**config.mk**
```make
export PLATFORM = sky130hd
export DESIGN_NAME = ewma_level_trigger_refractory
export DESIGN_NICKNAME = d
export VERILOG_FILES = /design/src/rtl/ewmalt_pkg.sv /design/src/rtl/ewmalt_core.sv /design/src/rtl/ewma_level_trigger_refractory.sv
export SDC_FILE = /design/constraint.sdc
export NUM_CORES = 2
export LEC_CHECK = 0
export ABC_AREA = 1
export ABC_CLOCK_PERIOD_IN_PS = 18100
export BUFFER_PORTS_ARGS = -buffer_cell sky130_fd_sc_hd__buf_2
export CAP_MARGIN = 10
export CORE_MARGIN = 10
export CORE_UTILIZATION = 30
export DETAILED_ROUTE_END_ITERATION = 8
export GPL_TIMING_DRIVEN = 0
export SLEW_MARGIN = 15
export SYNTH_ARGS = -nofsm -noshare
export SYNTH_HDL_FRONTEND = slang
export SYNTH_SLANG_ARGS = --single-unit
```
**constraint.sdc**
```tcl
create_clock -name clk_i -period 18.1 [get_ports clk_i]
set_input_delay 1.81 -clock clk_i [delete_from_list [all_inputs] [get_ports clk_i]]
set_output_delay 1.81 -clock clk_i [all_outputs]
set_load 0.02 [all_outputs]
```
**src/rtl/ewmalt_pkg.sv**
```systemverilog
// ----------------------------------------------------------------------------
// ewmalt_pkg
// Shared types and constants for the envelope level trigger.
// ----------------------------------------------------------------------------
`default_nettype none

package ewmalt_pkg;

  localparam int unsigned SampleW = 16;
  localparam int unsigned LevelW  = 16;
  localparam int unsigned AvgW    = 32;
  localparam int unsigned CountW  = 16;
  localparam int unsigned AddrW   = 4;
  localparam int unsigned DataW   = 32;
  localparam int unsigned OutTdataW = 24;

  // register index, taken from paddr[3:2]
  typedef enum logic [1:0] {
    REG_ALPHA       = 2'd0,
    REG_THRESH_HIGH = 2'd1,
    REG_THRESH_LOW  = 2'd2,
    REG_REFRACTORY  = 2'd3
  } reg_idx_e;

  localparam logic [15:0] AlphaRst      = 16'd6554;
  localparam logic [15:0] ThreshHighRst = 16'd16384;
  localparam logic [15:0] ThreshLowRst  = 16'd8192;
  localparam logic [15:0] RefractoryRst = 16'd4410;

  // upper bound of the Q16.16 average (magnitude 32768)
  localparam logic [AvgW-1:0] AvgMax = 32'h8000_0000;

  typedef struct packed {
    logic [15:0] alpha;
    logic [15:0] thresh_high;
    logic [15:0] thresh_low;
    logic [15:0] refractory;
  } cfg_t;

endpackage

`default_nettype wire

```
**src/rtl/ewmalt_core.sv**
```systemverilog
// ----------------------------------------------------------------------------
// ewmalt_core
// Running average state, threshold compare and refractory counter.
// ----------------------------------------------------------------------------
`default_nettype none

module ewmalt_core (
  input  wire                                clk_i,
  input  wire                                rst_ni,
  input  wire                                step_i,
  input  wire  [ewmalt_pkg::SampleW-1:0]     sample_i,
  input  ewmalt_pkg::cfg_t                   cfg_i,
  output logic                               fire_o,
  output logic [ewmalt_pkg::LevelW-1:0]      level_o
);

  logic [ewmalt_pkg::AvgW-1:0]   avg_q, avg_d;
  logic [ewmalt_pkg::CountW-1:0] quiet_q, quiet_d;

  logic [16:0]        mag;
  logic signed [32:0] diff;
  logic signed [49:0] prod;
  logic [33:0]        sum;
  logic               above, below;

  // new = avg + floor(alpha * ((mag << 16) - avg) / 65536), exact rewrite
  always_comb begin
    mag  = sample_i[15] ? (17'h10000 - {1'b0, sample_i}) : {1'b0, sample_i};
    diff = $signed({mag, 16'h0000}) - $signed({1'b0, avg_q});
    prod = $signed({1'b0, cfg_i.alpha}) * diff;
    sum  = {2'b00, avg_q} + prod[49:16];
    avg_d = sum[31:0];

    above = avg_d > {cfg_i.thresh_high, 16'h0000};
    below = avg_d < {cfg_i.thresh_low, 16'h0000};

    fire_o  = 1'b0;
    quiet_d = quiet_q;
    if (above) begin
      fire_o  = (quiet_q == '0);
      quiet_d = cfg_i.refractory;
    end else if (below && (quiet_q != '0)) begin
      quiet_d = quiet_q - 16'd1;
    end
    level_o = avg_d[31:16];
  end

  always_ff @(posedge clk_i or negedge rst_ni) begin
    if (!rst_ni) begin
      avg_q   <= '0;
      quiet_q <= ewmalt_pkg::RefractoryRst;
    end else if (step_i) begin
      avg_q   <= avg_d;
      quiet_q <= quiet_d;
    end
  end

  a_avg_bounded : assert property (@(posedge clk_i) disable iff (!rst_ni)
    avg_q <= ewmalt_pkg::AvgMax)
    else $error("average above full scale");

  a_state_hold : assert property (@(posedge clk_i) disable iff (!rst_ni)
    !step_i |=> ($stable(avg_q) && $stable(quiet_q)))
    else $error("state changed without a transfer");

  a_fire_reload : assert property (@(posedge clk_i) disable iff (!rst_ni)
    (step_i && fire_o) |=> (quiet_q == $past(cfg_i.refractory)))
    else $error("refractory counter not reloaded on fire");

  a_fire_quiet : assert property (@(posedge clk_i) disable iff (!rst_ni)
    fire_o |-> (quiet_q == '0))
    else $error("fire while refractory counter nonzero");

endmodule

`default_nettype wire

```
**src/rtl/ewma_level_trigger_refractory.sv**
```systemverilog
// ----------------------------------------------------------------------------
// ewma_level_trigger_refractory
// Envelope follower on sample magnitude with hysteresis trigger and hold-off.
// ----------------------------------------------------------------------------
// path from input transfer to result valid: input register, then result register
// throughput: 1 item per cycle unless the output stalls; the average update
// loops through the average register around one 17x33 multiply
// reset: average clears to zero, hold-off counter loads 4410, registers take
// their defaults, both stream stages empty
`default_nettype none

module ewma_level_trigger_refractory (
  input  wire                                clk_i,
  input  wire                                rst_ni,
  // stream in
  input  wire                                s_axis_tvalid,
  output logic                               s_axis_tready,
  input  wire  [ewmalt_pkg::SampleW-1:0]     s_axis_tdata,   // [15:0] sample
  // stream out
  output logic                               m_axis_tvalid,
  input  wire                                m_axis_tready,
  // [0] fire, [16:1] level, [23:17] zero
  output logic [ewmalt_pkg::OutTdataW-1:0]   m_axis_tdata,
  // register port
  input  wire                                psel,
  input  wire                                penable,
  input  wire                                pwrite,
  input  wire  [ewmalt_pkg::AddrW-1:0]       paddr,
  input  wire  [ewmalt_pkg::DataW-1:0]       pwdata,
  output logic [ewmalt_pkg::DataW-1:0]       prdata,
  output logic                               pready
);

  ewmalt_pkg::cfg_t   cfg_q;
  ewmalt_pkg::reg_idx_e idx;

  logic        in_valid_q;
  logic [15:0] in_sample_q;
  logic        out_valid_q;
  logic        out_fire_q;
  logic [15:0] out_level_q;
  logic        advance;
  logic        fire;
  logic [15:0] level;

  assign pready = 1'b1;
  assign idx    = ewmalt_pkg::reg_idx_e'(paddr[3:2]);

  always_ff @(posedge clk_i or negedge rst_ni) begin
    if (!rst_ni) begin
      cfg_q.alpha       <= ewmalt_pkg::AlphaRst;
      cfg_q.thresh_high <= ewmalt_pkg::ThreshHighRst;
      cfg_q.thresh_low  <= ewmalt_pkg::ThreshLowRst;
      cfg_q.refractory  <= ewmalt_pkg::RefractoryRst;
    end else if (psel && penable && pwrite) begin
      unique case (idx)
        ewmalt_pkg::REG_ALPHA:       cfg_q.alpha       <= pwdata[15:0];
        ewmalt_pkg::REG_THRESH_HIGH: cfg_q.thresh_high <= pwdata[15:0];
        ewmalt_pkg::REG_THRESH_LOW:  cfg_q.thresh_low  <= pwdata[15:0];
        ewmalt_pkg::REG_REFRACTORY:  cfg_q.refractory  <= pwdata[15:0];
        default: ;
      endcase
    end
  end

  always_comb begin
    unique case (idx)
      ewmalt_pkg::REG_ALPHA:       prdata = {16'h0000, cfg_q.alpha};
      ewmalt_pkg::REG_THRESH_HIGH: prdata = {16'h0000, cfg_q.thresh_high};
      ewmalt_pkg::REG_THRESH_LOW:  prdata = {16'h0000, cfg_q.thresh_low};
      ewmalt_pkg::REG_REFRACTORY:  prdata = {16'h0000, cfg_q.refractory};
      default:                     prdata = '0;
    endcase
  end

  // input stage moves on when the result register is free or being drained
  assign advance       = in_valid_q && (!out_valid_q || m_axis_tready);
  assign s_axis_tready = !in_valid_q || advance;

  always_ff @(posedge clk_i or negedge rst_ni) begin
    if (!rst_ni) begin
      in_valid_q  <= 1'b0;
      out_valid_q <= 1'b0;
    end else begin
      if (s_axis_tready) begin
        in_valid_q <= s_axis_tvalid;
      end
      if (advance) begin
        out_valid_q <= 1'b1;
      end else if (m_axis_tready) begin
        out_valid_q <= 1'b0;
      end
    end
  end

  always_ff @(posedge clk_i) begin
    if (s_axis_tready && s_axis_tvalid) begin
      in_sample_q <= s_axis_tdata;
    end
    if (advance) begin
      out_fire_q  <= fire;
      out_level_q <= level;
    end
  end

  ewmalt_core u_core (
    .clk_i    (clk_i),
    .rst_ni   (rst_ni),
    .step_i   (advance),
    .sample_i (in_sample_q),
    .cfg_i    (cfg_q),
    .fire_o   (fire),
    .level_o  (level)
  );

  assign m_axis_tvalid = out_valid_q;
  assign m_axis_tdata  = {7'h00, out_level_q, out_fire_q};

  a_ready_when_empty : assert property (@(posedge clk_i) disable iff (!rst_ni)
    !out_valid_q |-> s_axis_tready)
    else $error("input stalled with empty result register");

  a_result_follows : assert property (@(posedge clk_i) disable iff (!rst_ni)
    advance |=> out_valid_q)
    else $error("processed item did not reach the result register");

  a_out_hold : assert property (@(posedge clk_i) disable iff (!rst_ni)
    (m_axis_tvalid && !m_axis_tready) |=> (m_axis_tvalid && $stable(m_axis_tdata)))
    else $error("result changed while stalled");

endmodule

`default_nettype wire
```
==> out/results.txt <==
GR Overflow Total - 0
Post-synth top flop - dfrtp_1
Antenna violations before repair - 2
Clk slew on worst S/H paths - 0.07 ns
#FFs+latches synth - 147
Post-DP HPWL - 77500 um
Routed wl met3 - 6660 um
EDFF count, synth - 33
Antenna diode count - 0
GPL Wtd Cong - 0.958
Cell taking the most area after synthesis - fa_1
Tmin final - 13.70 ns
Fraction of layout cells with a size suffix above 1 - 5.64%
WL met1 - 39200 um
Final hold vios - 0
Period utilisation layout - 75.7%
Maxcap violations - 0
First-pass GRT wire length - 145000 um
Type of origin of the critical path - register
Post-CTS setup buffers - 0
Worst Path Arrival - 14.09 ns
Final WS setup - 4.40 ns
Clock sinks - 147
Worst Path Max Fanout - 10
RSZ-0062 raised after global routing - no
DR pass1 iterations - 5
Clock skew - 0.0113 ns
DIE WIDTH - 328 um
Clock Path Buffers - 2
Fmax - 73.0 MHz
Final #Nets - 4507
Ys Warns - 0
Synthesis-to-finish area growth - 9.34%
Fill count - 10.1k
Via count - 23.9k
Latest clock arrival within the worst-skew pair - 0.45 ns
Cts repair resizes - 0
DR top layer - met5
Die area - 107000 um^2
TritonCTS Buffers - 17
I/O pin total - 118
Crit path max-delay family - adder cells
Distinct cell type count after synthesis - 55
Core Region - 93600 um^2
Max incr delay on CP - 0.61 ns
Slew margin rel. - 19.9%
Status - finished clean
Routed len/inst - 18.4 um
Most common cell after layout, fill and taps aside - inv_1
Number of global-route vias before repair - 24.4k
Total Routing Usage GR - 17.3%
Port buffer count - 75
DR vias/cell - 4.75
Sequential cell area - 3870 um^2
Die H - 328 um
Worst-Margin Slew - 1.20 ns
Leading cell types in the layout, fill and taps excluded - inv_1 (874), nand2_1 (760), fa_1 (490)
Buf/Inv on CP - 11
Fin util - 33.2%
Most Frequent Cell on Critical Path - nand2_1
Root buf cell - clkbuf_16
Setup crit end kind - register
Avg Synthesized Cell Area - 7.78 um^2
Initial DRC Count - 1827
Cts hold-fix bufs - 0
Seq/Total Area, Yosys - 13.6%
Post-Syn Area - 28400 um^2
Initial Util - 30.3%
Async SR Flop Fraction - 77.6%
Row count - 112
Pins Over Slew Limit - 0
Yosys top cell area share - 34.6%
Routed WL - 92300 um
TNS Setup - 0 ns
Remaining DRCs - 0
Dpl ws - 4.82 ns
Remaining antenna violation count after routing - 0
Synth area leaders - fa_1 (35%), inv_1 (12%), nand2_1 (10%)
Met2 Wirelength - 43400 um
Worst hold path class - reg2reg
Largest net degree at the start of global routing - 68
Slowest cell on crit path - a21oi_1
CTS tree - done
H-tree depth - 4
Finish-stage setup viols - 0
Multi-input gate area - 20700 um^2
WS Path Type - reg2reg
Cell count after synthesis - 3647
Worst path required time - 18.49 ns
-- path summary, 6_finish.rpt --
kind                                   startpoint                  to  slack, ns  depth (start not counted)
min in group asynchronous                  rst_ni   u_core.quiet_q[7]       1.37                          1
worst min-delay path            u_core.quiet_q[0]   u_core.quiet_q[0]       0.47                          2
worst min register to register  u_core.quiet_q[0]   u_core.quiet_q[0]       0.47                          2
max in group asynchronous                  rst_ni           cfg_q[49]      15.97                          2
worst max register to register     in_sample_q[0]  u_core.quiet_q[11]       4.40                         60
worst max-delay path               in_sample_q[0]  u_core.quiet_q[11]       4.40                         60
-- synthesized netlist by cell type, types with 8 or more instances --
master    number
inv_1        874
nand2_1      760
fa_1         490
nor2_1       340
ha_1         194
o21ai_0      159
nand3_1      130
a21oi_1      123
clkbuf_1      94
dfrtp_1       93
xor2_1        53
or2_2         34
xnor2_1       34
edfxtp_1      33
nand4_1       29
buf_4         26
dfstp_2       21
nor3_1        19
a221oi_1      13
a22oi_1       12
o21bai_1      12
clkinv_1      10
o21a_1         8
-- layer usage --
layer  up-vias  global-route usage, %
met5         -                      0
met4         4                   5.36
met3       132                   2.98
met2       801                   28.6
met1     11800                   22.9
li1      11100                      -
-- state kept, by name (all words and copies together), names as in the netlist --
| name | count |
|---|---|
| m_axis_tvalid | 1 |
| in_sample_q | 16 |
| u_core.avg_q | 32 |
| out_fire_q | 1 |
| in_valid_q | 1 |
| out_level_q | 16 |
| cfg_q | 64 |
| u_core.quiet_q | 16 |
-- stage by stage --
step / hold slack, ns / area (um^2) / cells
floorplan: 0.442 / 28500 / 3669
global placement: 0.461 / 30400 / 4998
detailed placement: 0.467 / 30500 / 4999
CTS: 0.477 / 31000 / 5031
global route: 0.494 / 31000 / 5031
finish: 0.475 / 31000 / 5031
-- layout make-up --
class	count	area share (%)
buffer	128	1.91
clock inverter	13	0.363
multi-input combinational	2508	66.6
tap	1254	5.05
sequential	147	12.5
inverter	886	10.7
clock buffer	19	1.53
timing repair buffer	76	1.32
-- logic make-up (layout without fill, tap and decap cells) --
logic type      count (synthesis)  after routing  synth area share, %
compound gates                363            363                 7.15
xor+xnor                       87             87                 2.68
fa+ha+maj                     684            684                 43.1
buf+inv                      1014           1122                 13.8
flops                         147            147                 13.6
other cells                     2             24               0.0265
simple gates                 1350           1350                 19.6
-- worst register-to-register path: cells and delay by family (launching register included) --
family,cells,cell delay (ns)
AO/OA/AOI/OAI,11,3.13
AND/OR/NAND/NOR,26,3.59
adder cells (fa/ha/maj),11,4.79
flip-flops,1,0.48
XOR/XNOR,1,0.26
buffers and inverters,11,1.43
Power is left out: the tool's default activity adds up to more than one toggle a clock period on the data nets, which glitch-free logic cannot reach.
